## config.mk

```make
export PLATFORM = sky130hd
export DESIGN_NAME = hqe_alu
export DESIGN_NICKNAME = d
export VERILOG_FILES = /design/src/histogram_quartile_engine_assert.svh /design/src/hqe_pkg.sv /design/src/hqe_alu.sv
export SDC_FILE = /design/constraint.sdc
export NUM_CORES = 1
export LEC_CHECK = 0
export BUFFER_PORTS_ARGS = -buffer_cell sky130_fd_sc_hd__buf_2
export CAP_MARGIN = 20
export CORE_ASPECT_RATIO = 0.75
export CORE_MARGIN = 4
export CORE_UTILIZATION = 45
export DETAILED_ROUTE_END_ITERATION = 16
export PLACE_DENSITY = 0.68
export SLEW_MARGIN = 30
export SYNTH_ARGS = -nofsm -noshare
export SYNTH_HDL_FRONTEND = slang
export SYNTH_SLANG_ARGS = --single-unit
```

## constraint.sdc

```tcl
create_clock -name vclk -period 6.9
set_clock_uncertainty 0.1 [all_clocks]
set_input_delay 1.035 -clock vclk [all_inputs]
set_output_delay 1.035 -clock vclk [all_outputs]
set_load 0.01 [all_outputs]
```

## src/histogram_quartile_engine_assert.svh

```systemverilog
// assertion macros for the histogram quartile engine modules, used by hqe_ctrl
// expects i_clk and i_rst_n in the scope where a macro is used
`ifndef HISTOGRAM_QUARTILE_ENGINE_ASSERT_SVH
`define HISTOGRAM_QUARTILE_ENGINE_ASSERT_SVH

// same-cycle implication, held off during reset
`define HQE_ASSERT_IMP(name, ante, cons, msg) \
    name: assert property (@(posedge i_clk) disable iff (!i_rst_n) (ante) |-> (cons)) \
        else $error(msg);

// next-cycle implication, held off during reset
`define HQE_ASSERT_NXT(name, ante, cons, msg) \
    name: assert property (@(posedge i_clk) disable iff (!i_rst_n) (ante) |=> (cons)) \
        else $error(msg);

`endif

```

## src/hqe_pkg.sv

```systemverilog
// shared types and constants for the histogram quartile engine
// no dependencies
`default_nettype none

package hqe_pkg;

    // default sizes of the bin store
    localparam int BINS_DEF       = 256;
    localparam int COUNT_BITS_DEF = 32;

    // fixed field widths of the stream items
    localparam int OP_W        = 3;
    localparam int BIN_W       = 8;
    localparam int VAL_W       = 32;
    localparam int Q_W         = 2;
    localparam int OUT_CNT_W   = 32;
    localparam int IN_TDATA_W  = 64;
    localparam int OUT_TDATA_W = 48;

    // operation codes
    typedef enum logic [OP_W-1:0] {
        OP_CLEAR = 3'd0,
        OP_ADD   = 3'd1,
        OP_WRITE = 3'd2,
        OP_READ  = 3'd3,
        OP_FIND  = 3'd4
    } t_op;

    // quartile codes, anything above the median means third quartile
    typedef enum logic [Q_W-1:0] {
        Q_FIRST  = 2'd0,
        Q_MEDIAN = 2'd1,
        Q_THIRD  = 2'd2
    } t_quart;

    // sequencer states
    typedef enum logic [3:0] {
        S_IDLE,
        S_CLR,
        S_WR,
        S_RD,
        S_ADD,
        S_NOP,
        S_TWAIT,
        S_TACC,
        S_TGT,
        S_SWAIT,
        S_SACC,
        S_SDIST,
        S_SCMP,
        S_FIN,
        S_OUT
    } t_state;

    // shared arithmetic unit modes
    typedef enum logic [1:0] {
        ALU_ADD,
        ALU_ABSDIFF,
        ALU_CMP
    } t_alu_mode;

    // store control from the sequencer
    typedef struct packed {
        logic wr;
        logic clr;
    } t_store_ctl;

    // compare flags from the shared unit
    typedef struct packed {
        logic lt;
        logic eq;
    } t_alu_flags;

endpackage

`default_nettype wire

```

## src/hqe_alu.sv

```systemverilog
// shared wide arithmetic unit: add, absolute difference, compare
// depends on hqe_pkg
`default_nettype none

module hqe_alu
    import hqe_pkg::*;
#(
    parameter int W = 42
) (
    input  var t_alu_mode  i_mode,
    input  wire [W-1:0]    i_a,
    input  wire [W-1:0]    i_b,
    output logic [W-1:0]   o_res,
    output t_alu_flags     o_flags
);

    logic a_lt_b;

    // compare is always available alongside the result
    assign a_lt_b     = (i_a < i_b);
    assign o_flags.lt = a_lt_b;
    assign o_flags.eq = (i_a == i_b);

    // result by mode
    always_comb begin
        case (i_mode)
            ALU_ADD:     o_res = i_a + i_b;
            ALU_ABSDIFF: o_res = a_lt_b ? (i_b - i_a) : (i_a - i_b);
            ALU_CMP:     o_res = '0;
            default:     o_res = '0;
        endcase
    end

endmodule

`default_nettype wire

```

==> results of run 1 <==
==> per-layer routing <==
layer / track usage (%) / vias to the layer above / wire, um
li1: - / 4345 / -
met1: 45.0 / 4141 / 13300
met2: 39.1 / 563 / 11000
met3: 4.51 / 26 / 3280
met4: 2.01 / 0 / 203
met5: 0 / - / 0
==> Yosys cell counts, drive strengths merged, types with 7 or more instances <==
cell type  count
a2111oi       11
a211oi        15
a21o          30
a21oi        147
a221oi         7
a31oi         19
buf           23
clkbuf        38
ha           124
inv          131
mux2          15
mux2i         15
nand2         69
nand2b        10
nand3         17
nand4         29
nor2         140
nor2b         16
nor3          23
nor4          16
o211ai        20
o21a          11
o21ai         79
o21bai        27
o31ai         17
or2            8
or3            9
xnor2         25
==> worst max-delay path: stages <==
cell	delay, ns
buf_2	0.16
inv_1	0.10
ha_1	0.35
nor2b_1	0.16
o31ai_1	0.38
nand2_1	0.17
a21oi_1	0.40
o211ai_1	0.19
a2111oi_0	0.79
o21a_1	0.34
o21ai_0	0.12
a311oi_1	0.30
mux2_2	0.36
buf_2	0.14
==> area by class of cell <==
cell class,count,area [um2]
fill,1757,8040
timing repair buffer,134,681
tap,210,263
inverter,132,495
multi-input combinational,976,6690
==> kinds of logic (layout without fill, tap and decap cells) <==
kind of cell | Yosys count | in the layout
AO/OA/AOI/OAI | 430 | 430
AND/OR/NAND/NOR | 359 | 359
buffers and inverters | 193 | 266
adder cells (fa/ha/maj) | 127 | 127
XOR/XNOR | 30 | 30
multiplexers | 30 | 30
==> power groups by stage <==
stage	Sequential [mW]	Clock (mW)	Combinational [mW]
3_3_place_gp	0	0	0.784
5_1_grt	0	0	0.879
6_report	0	0	0.810
2_1_floorplan	0	0	0.556
4_1_cts	0	0	0.786
3_5_place_dp	0	0	0.780
==> path summary, 6_finish.rpt <==
path,endpoint
max,o_res[35]
min,o_res[0]
==> stage by stage <==
step | area [um2] | std cells | utilization, % | total power, mW | worst slack (ns)
CTS | 8120 | 1452 | 50.3 | 0.786 | 0.888
detailed placement | 8120 | 1452 | 50.3 | 0.780 | 0.906
global placement | 8120 | 1452 | 50.3 | 0.784 | 1.07
global route | 8130 | 1452 | 50.3 | 0.879 | 0.656
floorplan | 7480 | 1169 | - | 0.556 | 1.95
finish | 8130 | 1452 | 50.3 | 0.810 | 0.767
==> reports/qor.yml, run 1 <==
die:
  fp.dieW_um: 157
  io_pins: 130
  core_um2: 16200
  die_h_um: 120
  std_cell_rows: 40
  die_area_um2: 18800
  start_util_pct: 46.3
cts:
  cts_hold_buffers: 0
  cts.repair.resized: 0
  cts_post_setup_buffers_inserted: 0
detailed_routing:
  drcViolationCount: 0
  viasPerCell: 6.25
  antenna_left: 0
  wirelength_um: 27800
  routedWlPerCell_um: 19.1
  vias: 9075
  first_pass_iters: 5
  drtIter0Drc: 1307
worst_hold_path:
  holdPathStages: 4
  min_from: "i_b[0]"
  min_path_type: "in2out"
logic_synthesis:
  postSynthAreaPerCell_um2: 6.40
  synth-simple-area-share_pct: 22.8
  synth_top_family_by_area: "compound AO/OA/AOI/OAI gates"
  synth_compound_area_share_pct: 37.3
  synth_top_area_share_pct: 20.7
  synth_cell_types: 75
  netlist_area_um2: 7480
  synth-xor-area-share_pct: 3.51
  synthMuxAreaShare_pct: 4.27
  synth_fa_ha_area_share_pct: 21.5
  seq_area_frac_synth_pct: 0
  synth_top_cell_by_area: "ha_1"
  yosysWarnings: 0
  synth_area_leaders: "ha_1, a21oi_1, nor2_1"
  syn_inst: 1169
  syn-num-nets: 1382
sta:
  holdWs_ns: 2.39
  slew_headroom_pct: 40.5
  tns_ns: 0
  fin_crit_sh_pct: 88.9
  worstMarginPinSlew_ns: 0.892
  hold_viol_final: 0
  setup_viol: 0
  fin_crit_ns: 6.13
  rsz0062_at_grt: "false"
  timing.final.max_slew_violations: 0
  timing.fmax_mhz: 163
job:
  cap_viol_max_count: 0
final_layout:
  diodes: 0
  area_growth_pct: 8.63
  final_common_cell: "a21oi_1"
  seq_cell_count: 0
  fin_nets: 1457
  regArea_um2: 0
  drive_gt1_share_pct: 13.9
  final_cell_mix: "a21oi_1, nor2_1, inv_1, buf_2, ha_1"
  nClkBuffers: 0
power_and_ir_drop:
  switching_share_pct: 63.5
  pwr-share-comb_pct: 100.0
  seqPwrFrac_pct: 0
  power.density_nw_per_um2: 99.7
  power.internal_mw: 0.295
  p_sw_mw: 0.515
  leakage_nw: 3.98
  clkPwrFrac_pct: 0
  ir_drop_uv: 45.3
placed_design:
  dp_hpwl_um: 22500
  portBuffers: 130
  gp_congestion: 1.07
setup_path:
  start_kind: "primary input"
  end_kind: "output port"
  crit_required_ns: 5.76
  crit_type: "in2out"
  critical_path_arrival_ns: 5.00
  crit_fanout: 5
  startpoint: "i_a[1]"
global_route:
  antenna_found_initial: 0
  grt_usage_pct: 27.7
  grt_first_pass_wirelength_um: 43800
  grt_overflow: 0
  grt_pass1_vias: 8245
  grt_max_degree: 53
run_status:
  status: "finished clean"
Power figures use the tool's default switching activity.
==> run 2: changes to the inputs <==
--- a/config.mk
+++ b/config.mk
@@ -7,7 +7,7 @@
 export LEC_CHECK = 0
 export BUFFER_PORTS_ARGS = -buffer_cell sky130_fd_sc_hd__buf_2
 export CAP_MARGIN = 20
-export CORE_ASPECT_RATIO = 0.75
+export CORE_ASPECT_RATIO = 0.6
 export CORE_MARGIN = 4
 export CORE_UTILIZATION = 45
 export DETAILED_ROUTE_END_ITERATION = 16
==> constraint.sdc (replaced) <==
create_clock -name vclk -period 6.9
set_clock_uncertainty 0.1 [all_clocks]
set_input_delay 0.345 -clock vclk [all_inputs]
set_output_delay 0.345 -clock vclk [all_outputs]
set_load 0.01 [all_outputs]
==> run 2 against run 1 <==
  * Via count up 2.6%
  * Die area rose by 0.25%
  * Worst setup slack better by 1.3 ns
  * Sequential cell count unchanged
  * Sequential share of layout area is the same
  * First-iteration DRC count increased by 7.7%
  * Core utilization decreased by 0.19 points
==> reports/qor.yml, run 2 (synthesized netlist as in run 1, its figures left out) <==
run_status:
  status: "finished clean"
power_and_ir_drop:
  ir_drop_uv: 44.2
  leakage_nw: 3.97
  power.density_nw_per_um2: 102
detailed_routing:
  vias: 9308
  first_pass_iters: 6
  drtIter0Drc: 1407
  drcViolationCount: 0
  viasPerCell: 6.34
  wirelength_um: 29200
  routedWlPerCell_um: 19.8
  antenna_left: 0
sta:
  setup_viol: 0
  timing.fmax_mhz: 206
  fin_crit_sh_pct: 70.4
  hold_viol_final: 0
  worstMarginPinSlew_ns: 0.934
  timing.final.max_slew_violations: 0
  rsz0062_at_grt: "false"
  tns_ns: 0
  fin_crit_ns: 4.86
  slew_headroom_pct: 37.7
setup_path:
  crit_type: "in2out"
  endpoint: "o_res[39]"
  startpoint: "i_a[1]"
  start_kind: "primary input"
  crit_required_ns: 6.45
  critical_path_arrival_ns: 4.41
  crit_fanout: 5
  end_kind: "output port"
global_route:
  grt_max_degree: 65
  grt_pass1_vias: 8154
  antenna_found_initial: 1
  grt_usage_pct: 29.3
  grt_first_pass_wirelength_um: 45500
  grt_overflow: 0
placed_design:
  dp_hpwl_um: 23800
  dp.cells: 1469
  gp_congestion: 1.02
  portBuffers: 130
  placed_area_um2: 8140
final_layout:
  regArea_um2: 0
  stdcell_count: 1469
  fin_nets: 1456
  seq_cell_count: 0
  drive_gt1_share_pct: 13.9
  nClkBuffers: 0
  final_cell_mix: "a21oi_1, nor2_1, inv_1, buf_2, ha_1"
  fin_area_um2: 8140
  final_common_cell: "a21oi_1"
  fin_util_pct: 50.1
  area_growth_pct: 8.85
  diodes: 0
die:
  io_pins: 130
  die_area_um2: 18800
  die_h_um: 108
  core_um2: 16300
  std_cell_rows: 36
  fp.dieW_um: 174
  start_util_pct: 46.0
cts:
  cts_post_setup_buffers_inserted: 0
  cts_hold_buffers: 0
  cts.repair.resized: 0
job:
  cap_viol_max_count: 0
worst_hold_path:
  min_path_type: "in2out"
## run 2: cell count changes in the layout (fill, tap and decap cells not counted), sizes merged
cell | previous run | this run
buf | 134 | 133
## run 2: area by class of cell
type,instances,area (um2)
Fill cell,1716,8120
Multi-Input combinational cell,976,6690
Timing Repair Buffer,133,673
Inverter,132,495
Tap cell,228,285
## run 2: worst max-delay path, cell delays in order
cell and delay (ns):
buf_2 0.16, inv_1 0.10, ha_1 0.34, nor2b_1 0.16, o31ai_1 0.33, nand2_1 0.15, a21oi_1 0.42, o211ai_1 0.21
a2111oi_1 0.76, o21a_1 0.36, o31ai_1 0.11, a221oi_1 0.45, mux2_1 0.37, buf_2 0.14
## run 2: routing by layer
metal  up-vias  part of all wire, %  track usage, %
met5         -                 0.20            2.22
met4         4                  1.0            2.03
met3        47                   15            6.39
met2       702                   35            37.9
met1      4212                   48            48.5
li1       4343                    -               -
## run 2: worst min-delay path by stage
stage / slack (ns) / cells after the start / startpoint / endpoint
after floorplan: 0.76 / 2 / i_b[0] / o_res[0]
after global placement: 1.05 / 4 / i_b[0] / o_res[0]
after detailed placement: 1.05 / 4 / i_b[0] / o_res[0]
after CTS: 1.05 / 4 / i_b[0] / o_res[0]
after global routing: 1.07 / 4 / i_b[0] / o_res[0]
final: 1.06 / 4 / i_b[0] / o_res[0]
## run 2: stage by stage
stage               hold slack, ns  power [mW]  setup WS [ns]
finish                        1.06       0.828           2.04
detailed placement            1.05       0.793           2.12
floorplan                    0.755       0.556           3.33
global route                  1.07       0.894           1.84
CTS                           1.05       0.798           2.10
global placement              1.05       0.797           2.30
## run 2: where the power goes
group | switching, mW | internal, mW | total (mW)
clock network | 0 | 0 | 0
logic | 0.533 | 0.295 | 0.828
registers | 0 | 0 | 0
total | 0.533 | 0.295 | 0.828
