--- config.mk ---
export PLATFORM = sky130hd
export DESIGN_NAME = hqe_ctrl
export DESIGN_NICKNAME = d
export VERILOG_FILES = /design/src/hqe_pkg.sv /design/src/hqe_ctrl.sv
export VERILOG_INCLUDE_DIRS = /design/src /design/src/src
export SDC_FILE = /design/constraint.sdc
export NUM_CORES = 1
export LEC_CHECK = 0
export ABC_AREA = 0
export BUFFER_PORTS_ARGS = -buffer_cell sky130_fd_sc_hd__buf_2
export CAP_MARGIN = 20
export CORE_MARGIN = 2
export CORE_UTILIZATION = 55
export CTS_BUF_LIST = sky130_fd_sc_hd__clkbuf_4 sky130_fd_sc_hd__clkbuf_8
export DETAILED_ROUTE_END_ITERATION = 16
export HOLD_SLACK_MARGIN = 0.06
export MAX_ROUTING_LAYER = met4
export PLACE_DENSITY_LB_ADDON = 0.2
export SLEW_MARGIN = 10
export SYNTH_ARGS = -nofsm -noshare
export SYNTH_HDL_FRONTEND = slang
export SYNTH_SLANG_ARGS = --single-unit
--- constraint.sdc ---
create_clock -name i_clk -period 9.5 [get_ports i_clk]
set_input_delay 1.425 -clock i_clk [delete_from_list [all_inputs] [get_ports i_clk]]
set_output_delay 1.425 -clock i_clk [all_outputs]
set_load 0.05 [all_outputs]
--- src/histogram_quartile_engine_assert.svh ---
// assertion macros for the histogram quartile engine modules, used by hqe_ctrl
// expects i_clk and i_rst_n in the scope where a macro is used
`ifndef HISTOGRAM_QUARTILE_ENGINE_ASSERT_SVH
`define HISTOGRAM_QUARTILE_ENGINE_ASSERT_SVH

// same-cycle implication, held off during reset
`define HQE_ASSERT_IMP(name, ante, cons, msg) \
    name: assert property (@(posedge i_clk) disable iff (!i_rst_n) (ante) |-> (cons)) \
        else $error(msg);

// next-cycle implication, held off during reset
`define HQE_ASSERT_NXT(name, ante, cons, msg) \
    name: assert property (@(posedge i_clk) disable iff (!i_rst_n) (ante) |=> (cons)) \
        else $error(msg);

`endif

--- src/hqe_pkg.sv ---
// shared types and constants for the histogram quartile engine
// no dependencies
`default_nettype none

package hqe_pkg;

    // default sizes of the bin store
    localparam int BINS_DEF       = 256;
    localparam int COUNT_BITS_DEF = 32;

    // fixed field widths of the stream items
    localparam int OP_W        = 3;
    localparam int BIN_W       = 8;
    localparam int VAL_W       = 32;
    localparam int Q_W         = 2;
    localparam int OUT_CNT_W   = 32;
    localparam int IN_TDATA_W  = 64;
    localparam int OUT_TDATA_W = 48;

    // operation codes
    typedef enum logic [OP_W-1:0] {
        OP_CLEAR = 3'd0,
        OP_ADD   = 3'd1,
        OP_WRITE = 3'd2,
        OP_READ  = 3'd3,
        OP_FIND  = 3'd4
    } t_op;

    // quartile codes, anything above the median means third quartile
    typedef enum logic [Q_W-1:0] {
        Q_FIRST  = 2'd0,
        Q_MEDIAN = 2'd1,
        Q_THIRD  = 2'd2
    } t_quart;

    // sequencer states
    typedef enum logic [3:0] {
        S_IDLE,
        S_CLR,
        S_WR,
        S_RD,
        S_ADD,
        S_NOP,
        S_TWAIT,
        S_TACC,
        S_TGT,
        S_SWAIT,
        S_SACC,
        S_SDIST,
        S_SCMP,
        S_FIN,
        S_OUT
    } t_state;

    // shared arithmetic unit modes
    typedef enum logic [1:0] {
        ALU_ADD,
        ALU_ABSDIFF,
        ALU_CMP
    } t_alu_mode;

    // store control from the sequencer
    typedef struct packed {
        logic wr;
        logic clr;
    } t_store_ctl;

    // compare flags from the shared unit
    typedef struct packed {
        logic lt;
        logic eq;
    } t_alu_flags;

endpackage

`default_nettype wire

--- src/hqe_ctrl.sv ---
// sequencer and datapath registers of the histogram quartile engine
// depends on hqe_pkg, drives hqe_store and hqe_alu, asserts via the macro header
`default_nettype none
`include "histogram_quartile_engine_assert.svh"

module hqe_ctrl
    import hqe_pkg::*;
#(
    parameter int BINS       = BINS_DEF,
    parameter int COUNT_BITS = COUNT_BITS_DEF
) (
    input  wire                                        i_clk,
    input  wire                                        i_rst_n,
    // input item
    input  wire                                        i_s_tvalid,
    output logic                                       o_s_tready,
    input  wire [OP_W-1:0]                             i_op,
    input  wire [BIN_W-1:0]                            i_bin_index,
    input  wire [VAL_W-1:0]                            i_value,
    input  wire [Q_W-1:0]                              i_quartile,
    input  wire [BIN_W-1:0]                            i_range_low,
    input  wire [BIN_W-1:0]                            i_range_high,
    // result item
    output logic                                       o_m_tvalid,
    input  wire                                        i_m_tready,
    output logic [OUT_CNT_W-1:0]                       o_bin_count,
    output logic [BIN_W-1:0]                           o_found_bin,
    output logic                                       o_range_error,
    // bin store
    output t_store_ctl                                 o_st_ctl,
    output logic [$clog2(BINS)-1:0]                    o_st_addr,
    output logic [COUNT_BITS-1:0]                      o_st_wdata,
    input  wire [COUNT_BITS-1:0]                       i_st_count,
    // shared arithmetic unit
    output t_alu_mode                                  o_alu_mode,
    output logic [COUNT_BITS+$clog2(BINS)+1:0]         o_alu_a,
    output logic [COUNT_BITS+$clog2(BINS)+1:0]         o_alu_b,
    input  wire [COUNT_BITS+$clog2(BINS)+1:0]          i_alu_res,
    input  var t_alu_flags                             i_alu_flags
);

    localparam int IDX_W = $clog2(BINS);
    localparam int SUM_W = COUNT_BITS + IDX_W + 2;

    t_state                 r_state, n_state;
    logic [IDX_W-1:0]       r_idx, r_lo, r_hi, r_start;
    logic [Q_W-1:0]         r_q;
    logic [COUNT_BITS-1:0]  r_val;
    logic                   r_inrange;
    logic [SUM_W-1:0]       r_sum, r_tgt, r_d, r_best;
    logic [BIN_W-1:0]       r_fbin;
    logic                   r_err;
    logic [OUT_CNT_W-1:0]   r_res_count;
    logic                   r_ovld;
    logic [OUT_CNT_W-1:0]   r_o_count;
    logic [BIN_W-1:0]       r_o_bin;
    logic                   r_o_err;

    logic                   fin;
    logic                   slot_free;
    logic                   accept;
    logic                   find_err;
    logic [IDX_W-1:0]       lo_sat, hi_sat;
    logic [COUNT_BITS-1:0]  val_cb;
    logic [COUNT_BITS+VAL_W-1:0] val_ext;
    logic [COUNT_BITS+OUT_CNT_W-1:0] cnt_ext;
    logic [OUT_CNT_W-1:0]   res_count;
    logic [SUM_W-1:0]       cnt_w;
    logic [IDX_W-1:0]       diff, part, start_calc;
    logic [IDX_W+1:0]       diff3;
    logic [SUM_W-1:0]       tgt_calc;
    logic                   take;

    // input decode
    assign accept   = i_s_tvalid && o_s_tready;
    assign find_err = (i_op == OP_FIND) && (i_range_low > i_range_high);
    assign lo_sat   = ({1'b0, i_range_low} > 9'(BINS - 1)) ? IDX_W'(BINS - 1)
                                                          : i_range_low[IDX_W-1:0];
    assign hi_sat   = ({1'b0, i_range_high} > 9'(BINS - 1)) ? IDX_W'(BINS - 1)
                                                           : i_range_high[IDX_W-1:0];
    assign val_ext  = {{COUNT_BITS{1'b0}}, i_value};
    assign val_cb   = val_ext[COUNT_BITS-1:0];

    // store count views
    assign cnt_ext   = {{OUT_CNT_W{1'b0}}, i_st_count};
    assign cnt_w     = SUM_W'(i_st_count);
    assign res_count = ((r_state == S_RD) && r_inrange) ? cnt_ext[OUT_CNT_W-1:0] : '0;
    assign slot_free = !r_ovld || i_m_tready;

    // search start bin and target
    assign diff  = r_hi - r_lo;
    assign diff3 = {2'b00, diff} + {1'b0, diff, 1'b0};
    always_comb begin
        case (r_q)
            Q_FIRST:  part = diff >> 2;
            Q_MEDIAN: part = diff >> 1;
            default:  part = IDX_W'(diff3 >> 2);
        endcase
    end
    assign start_calc = r_lo + part;
    assign tgt_calc   = (r_q == Q_MEDIAN) ? (i_alu_res >> 1) : (i_alu_res >> 2);

    // strictly better wins; a tie goes to the last tied bin up to the start
    assign take = (r_idx == r_lo) || i_alu_flags.lt || (i_alu_flags.eq && (r_idx <= r_start));

    // next state
    always_comb begin
        n_state = r_state;
        case (r_state)
            S_IDLE: begin
                if (i_s_tvalid) begin
                    case (i_op)
                        OP_CLEAR: n_state = S_CLR;
                        OP_ADD:   n_state = S_ADD;
                        OP_WRITE: n_state = S_WR;
                        OP_READ:  n_state = S_RD;
                        OP_FIND:  n_state = find_err ? S_NOP : S_TWAIT;
                        default:  n_state = S_NOP;
                    endcase
                end
            end
            S_CLR, S_WR, S_RD, S_ADD, S_NOP, S_FIN: begin
                n_state = slot_free ? S_IDLE : S_OUT;
            end
            S_TWAIT: n_state = S_TACC;
            S_TACC:  n_state = (r_idx == r_hi) ? S_TGT : S_TWAIT;
            S_TGT:   n_state = S_SWAIT;
            S_SWAIT: n_state = S_SACC;
            S_SACC:  n_state = S_SDIST;
            S_SDIST: n_state = S_SCMP;
            S_SCMP:  n_state = (r_idx == r_hi) ? S_FIN : S_SWAIT;
            S_OUT:   n_state = slot_free ? S_IDLE : S_OUT;
            default: n_state = S_IDLE;
        endcase
    end

    // state outputs: handshake, store control, unit operands
    always_comb begin
        o_s_tready = 1'b0;
        fin        = 1'b0;
        o_st_ctl   = '0;
        o_st_addr  = r_idx;
        o_st_wdata = r_val;
        o_alu_mode = ALU_ADD;
        o_alu_a    = r_sum;
        o_alu_b    = cnt_w;
        case (r_state)
            S_IDLE: begin
                o_s_tready = 1'b1;
                o_st_addr  = i_bin_index[IDX_W-1:0];
            end
            S_CLR: begin
                o_st_ctl.clr = 1'b1;
                fin          = 1'b1;
            end
            S_WR: begin
                o_st_ctl.wr = r_inrange;
                fin         = 1'b1;
            end
            S_ADD: begin
                o_alu_a     = cnt_w;
                o_alu_b     = SUM_W'(r_val);
                o_st_wdata  = i_alu_res[COUNT_BITS-1:0];
                o_st_ctl.wr = r_inrange;
                fin         = 1'b1;
            end
            S_RD, S_NOP, S_FIN: begin
                fin = 1'b1;
            end
            S_TGT: begin
                o_alu_b = ((r_q == Q_FIRST) || (r_q == Q_MEDIAN)) ? '0
                                                                  : {r_sum[SUM_W-2:0], 1'b0};
            end
            S_SDIST: begin
                o_alu_mode = ALU_ABSDIFF;
                o_alu_a    = r_tgt;
                o_alu_b    = r_sum;
            end
            S_SCMP: begin
                o_alu_mode = ALU_CMP;
                o_alu_a    = r_d;
                o_alu_b    = r_best;
            end
            default: begin
                fin = 1'b0;
            end
        endcase
    end

    // control registers
    always_ff @(posedge i_clk) begin
        if (!i_rst_n) begin
            r_state <= S_IDLE;
            r_ovld  <= 1'b0;
        end else begin
            r_state <= n_state;
            if ((fin || (r_state == S_OUT)) && slot_free) begin
                r_ovld <= 1'b1;
            end else if (i_m_tready) begin
                r_ovld <= 1'b0;
            end
        end
    end

    // item capture and search datapath
    always_ff @(posedge i_clk) begin
        if (accept) begin
            r_idx     <= (i_op == OP_FIND) ? lo_sat : i_bin_index[IDX_W-1:0];
            r_lo      <= lo_sat;
            r_hi      <= hi_sat;
            r_q       <= i_quartile;
            r_val     <= val_cb;
            r_inrange <= ({1'b0, i_bin_index} < 9'(BINS));
            r_sum     <= '0;
            r_err     <= find_err;
            r_fbin    <= find_err ? i_range_low : '0;
        end
        case (r_state)
            S_TACC: begin
                r_sum <= i_alu_res;
                if (r_idx != r_hi) begin
                    r_idx <= r_idx + IDX_W'(1);
                end
            end
            S_TGT: begin
                r_tgt   <= tgt_calc;
                r_start <= start_calc;
                r_idx   <= r_lo;
                r_sum   <= '0;
            end
            S_SACC: begin
                r_sum <= i_alu_res;
            end
            S_SDIST: begin
                r_d <= i_alu_res;
            end
            S_SCMP: begin
                if (take) begin
                    r_best <= r_d;
                    r_fbin <= BIN_W'(r_idx);
                end
                if (r_idx != r_hi) begin
                    r_idx <= r_idx + IDX_W'(1);
                end
            end
            default: ;
        endcase
        if (fin) begin
            r_res_count <= res_count;
        end
    end

    // output register
    always_ff @(posedge i_clk) begin
        if ((fin || (r_state == S_OUT)) && slot_free) begin
            r_o_count <= fin ? res_count : r_res_count;
            r_o_bin   <= r_fbin;
            r_o_err   <= r_err;
        end
    end

    assign o_m_tvalid    = r_ovld;
    assign o_bin_count   = r_o_count;
    assign o_found_bin   = r_o_bin;
    assign o_range_error = r_o_err;

    // checks on the search sequencing
    `HQE_ASSERT_IMP(a_idx_in_range, (r_state == S_SACC), ((r_idx >= r_lo) && (r_idx <= r_hi)), "search index left the range")
    `HQE_ASSERT_IMP(a_start_in_range, (r_state == S_SWAIT), ((r_start >= r_lo) && (r_start <= r_hi)), "start bin outside the range")
    `HQE_ASSERT_IMP(a_found_in_range, (r_state == S_FIN), ((r_fbin >= BIN_W'(r_lo)) && (r_fbin <= BIN_W'(r_hi))), "found bin outside the range")
    `HQE_ASSERT_NXT(a_best_monotone, ((r_state == S_SCMP) && (r_idx != r_lo)), (r_best <= $past(r_best)), "best distance grew")

endmodule

`default_nettype wire

==> summary.txt <==
Final worst setup slack = 3.53 ns
Status = completed
Footprint of the multi-input gates = 0.00582 sq mm
Post-Route WL = 43200 microns
Classification of the worst setup path = reg2out
Yosys warns = 0
Core Rows = 61
Hold Path Stages = 0
Pre-CTS setup slack = 4.17 ns
CTS tree = yes
Internal Dissipation = 3.10 mW
Clock Skew = 0.00935 ns
Clock sinks = 320
Register area share after synthesis = 58.9%
Starting Density = 55.6%
Critical path peak fanout = 76
Hold buffers post-CTS = 0
Synth Instances = 1235
Power Total = 5.37 mW
Syn_nets = 1417
Unique masters post-synth = 81
Worst hold path class = reg2reg
Die area = 0.0294 sq mm
Global-route wire length before repair = 65000 microns
DRC viols = 0
Post-synth ARST share = 0%
Ranking of synthesized cells by area = edfxtp_1 52%, dfxtp_1 6.9%, mux2_2 6.5%, a222oi_1 3.4%, a22oi_1 3.2%
Detailed Routing Iterations Pass 1 = 11
Total GRT Usage = 29.9%
Critical Path RT = 8.08 ns
Number of synthesized flops with an enable pin = 267
Max stage delay on crit path = 0.86 ns
GP Congestion = 0.892
Flop pwr share = 35.8%
Synth Flop Type = edfxtp_1
Nets = 1710
Antenna Nets Post-Route = 0
Critical Path Slowest Stage Cell = dfxtp_1
Clock root cell = clkbuf_8
Clk_lat worst skew = 0.57 ns
Die width = 171 microns
Most common cell after layout, fill and taps aside = buf_2
Netlist Area Pre-Place = 0.0154 sq mm
Worst-margin pin slew = 1.09 ns
Post-CTS setup buffer count = 0
Worst setup SP type = flip-flop
Arr. time, crit path = 4.55 ns
Vias per cell = 6.13
#FFs+latches synth = 320
Cell family with most CP delay = simple AND/OR/NAND/NOR gates
Power per Cell Area = 292 mW/mm^2
Filler instances = 2136
Max Slew Vio Count = 0
Post-route setup TNS = 0 ns
Fin crit period = 5.97 ns
Post-synth top area share = 52.1%
Die height = 171 microns
Longest Clk Path Bufs = 3
Crit path buf inv count = 3
Final period util = 62.9%
H-Tree Depth = 2
Syn Area/Cell = 12.5 sq um
Path depth of the worst reg2reg path = 16
Clock-pin slew on the worst setup and hold paths = 0.06 ns
Sw frac = 42.3%
Via count = 12000
Syn-to-layout area delta = 19.3%
Sequential cell area = 0.00908 sq mm
Gr ovfl total = 0
Post-CTS sizing = 0
Commonest non-fill, non-tap cells in the layout = 311 x buf_2, 267 x edfxtp_1, 108 x nand2_1
Highest Clock Rate = 167 MHz
Gate power share = 41.8%
Clock power frac = 22.4%
Iteration-0 DRC Markers = 1429
Core area = 0.0277 sq mm
Initial antenna violation count = 2
DP Cell Count = 1851
Largest net degree at the start of global routing = 77
P_sw = 2.27 mW
Peak supply drop = 0.159 mV
Total CTS buffers = 51
CP Capture Type = output pin
I/O Buffers = 311
Final Instance Count excl. Fillers = 1950
Post-DR wirelength/cell = 22.2 microns
Worst path depth = 8
Hpwl dp = 29100 microns
Layout cells sized above 1 = 34.2%
Max-cap violations = 0
Lkg Pwr = 7.52 nW
Finish-stage setup viols = 0
Ports = 312
Fin Hold WS = 0.426 ns
Vias in the first global route = 11500
Yosys top cell by area = edfxtp_1
RSZ-0062 raised after global routing = no
Final hold violation count = 0
Worst slew margin = 27.6%
CP cell instances = and4_4 > buf_4 > or3_1 > buf_16 > nor2_8 > nand2_1 > nand3_1 > buf_2
[worst reg2reg max path, stage by stage (launching register included)]
cell and delay [ns]:
edfxtp_1 0.45, ha_1 0.29, fa_1 0.41, and2b_1 0.27
o22ai_2 0.13, xnor2_1 0.50, ha_1 0.37, or2_2 0.30
nand3_1 0.08, o21ai_0 0.13, ha_1 0.38, a211oi_1 0.29
o21ai_0 0.18, a21oi_1 0.28, nor4b_1 0.12, a221oi_2 0.29
o311ai_1 0.14
[registers in the layout, indices dropped and copies added (netlist names)]
register / cells
r_fbin: 8
r_res_count: 32
r_q: 2
o_range_error: 1
r_sum: 42
r_idx: 8
r_state: 4
o_m_tvalid: 1
r_err: 1
r_start: 8
r_best: 42
r_d: 42
r_lo: 8
r_val: 32
r_hi: 8
o_found_bin: 8
r_tgt: 41
o_bin_count: 32
[power by group through the flow]
stage / Clock, mW / Sequential (mW) / Combinational, mW
CTS: 1.22 / 1.92 / 2.24
detailed placement: 0 / 1.95 / 2.23
global placement: 0 / 1.94 / 2.19
floorplan: 0 / 2.05 / 1.58
finish: 1.20 / 1.92 / 2.24
global route: 1.28 / 1.94 / 2.42
[final timing paths]
path / startpoint / endpoint / slack [ns]
hold / removal: r_err / o_range_error / 0.43
hold reg to reg: r_err / o_range_error / 0.43
setup / recovery: r_state[3] / o_alu_b[29] / 3.53
setup reg to reg: r_lo[0] / r_start[7] / 4.64
[per-layer routing]
layer  routed length, microns  GRT usage [%]  vias up
li1                         -              -     5398
met1                    17200           39.1     5813
met2                    20800           47.2      663
met3                     4070           5.59       84
met4                     1230           10.5        0
met5                        0              -        -
[logic make-up after synthesis]
group                    count (synthesis)  synth area share [%]
buffers and inverters                  145                  3.68
AO/OA/AOI/OAI                          301                  15.0
flip-flops                             320                  58.9
multiplexers                            94                  6.83
XOR/XNOR                                39                  2.27
AND/OR/NAND/NOR                        295                  9.78
adder cells (fa/ha/maj)                 41                  3.48
[layout make-up]
type,count,area share (%)
clock inverters,21,0.715
flip-flops and latches,320,49.4
diodes,2,0.0272
multi-input cells,770,31.7
repair buffers,326,9.33
clock buffers,74,5.07
well taps,378,2.57
inverters,59,1.21
[synthesized netlist by cell type, drive strengths merged (7+ instances only)]
cell      n
nand2b    8
nand4     9
dfxtp    53
buf      22
nand2   108
xnor2    34
o21ai    30
a222oi   52
edfxtp  267
a21oi    48
o21a      7
a211oi    7
a32o      7
a21o      7
a22o     34
inv      59
mux2     89
nor2b     8
nand3    32
ha       38
nor2     50
a22oi    66
clkbuf   64
a31oi     8
and3     47
nor3      9
[per-stage QoR]
step           utilization (%)  instance area [sq um]
5_1_grt                   66.3                  18400
4_1_cts                   66.2                  18300
3_5_place_dp              62.3                  17300
2_1_floorplan                -                  15400
6_report                  66.3                  18400
3_3_place_gp              62.2                  17200
(Power assumes the default switching activity.)
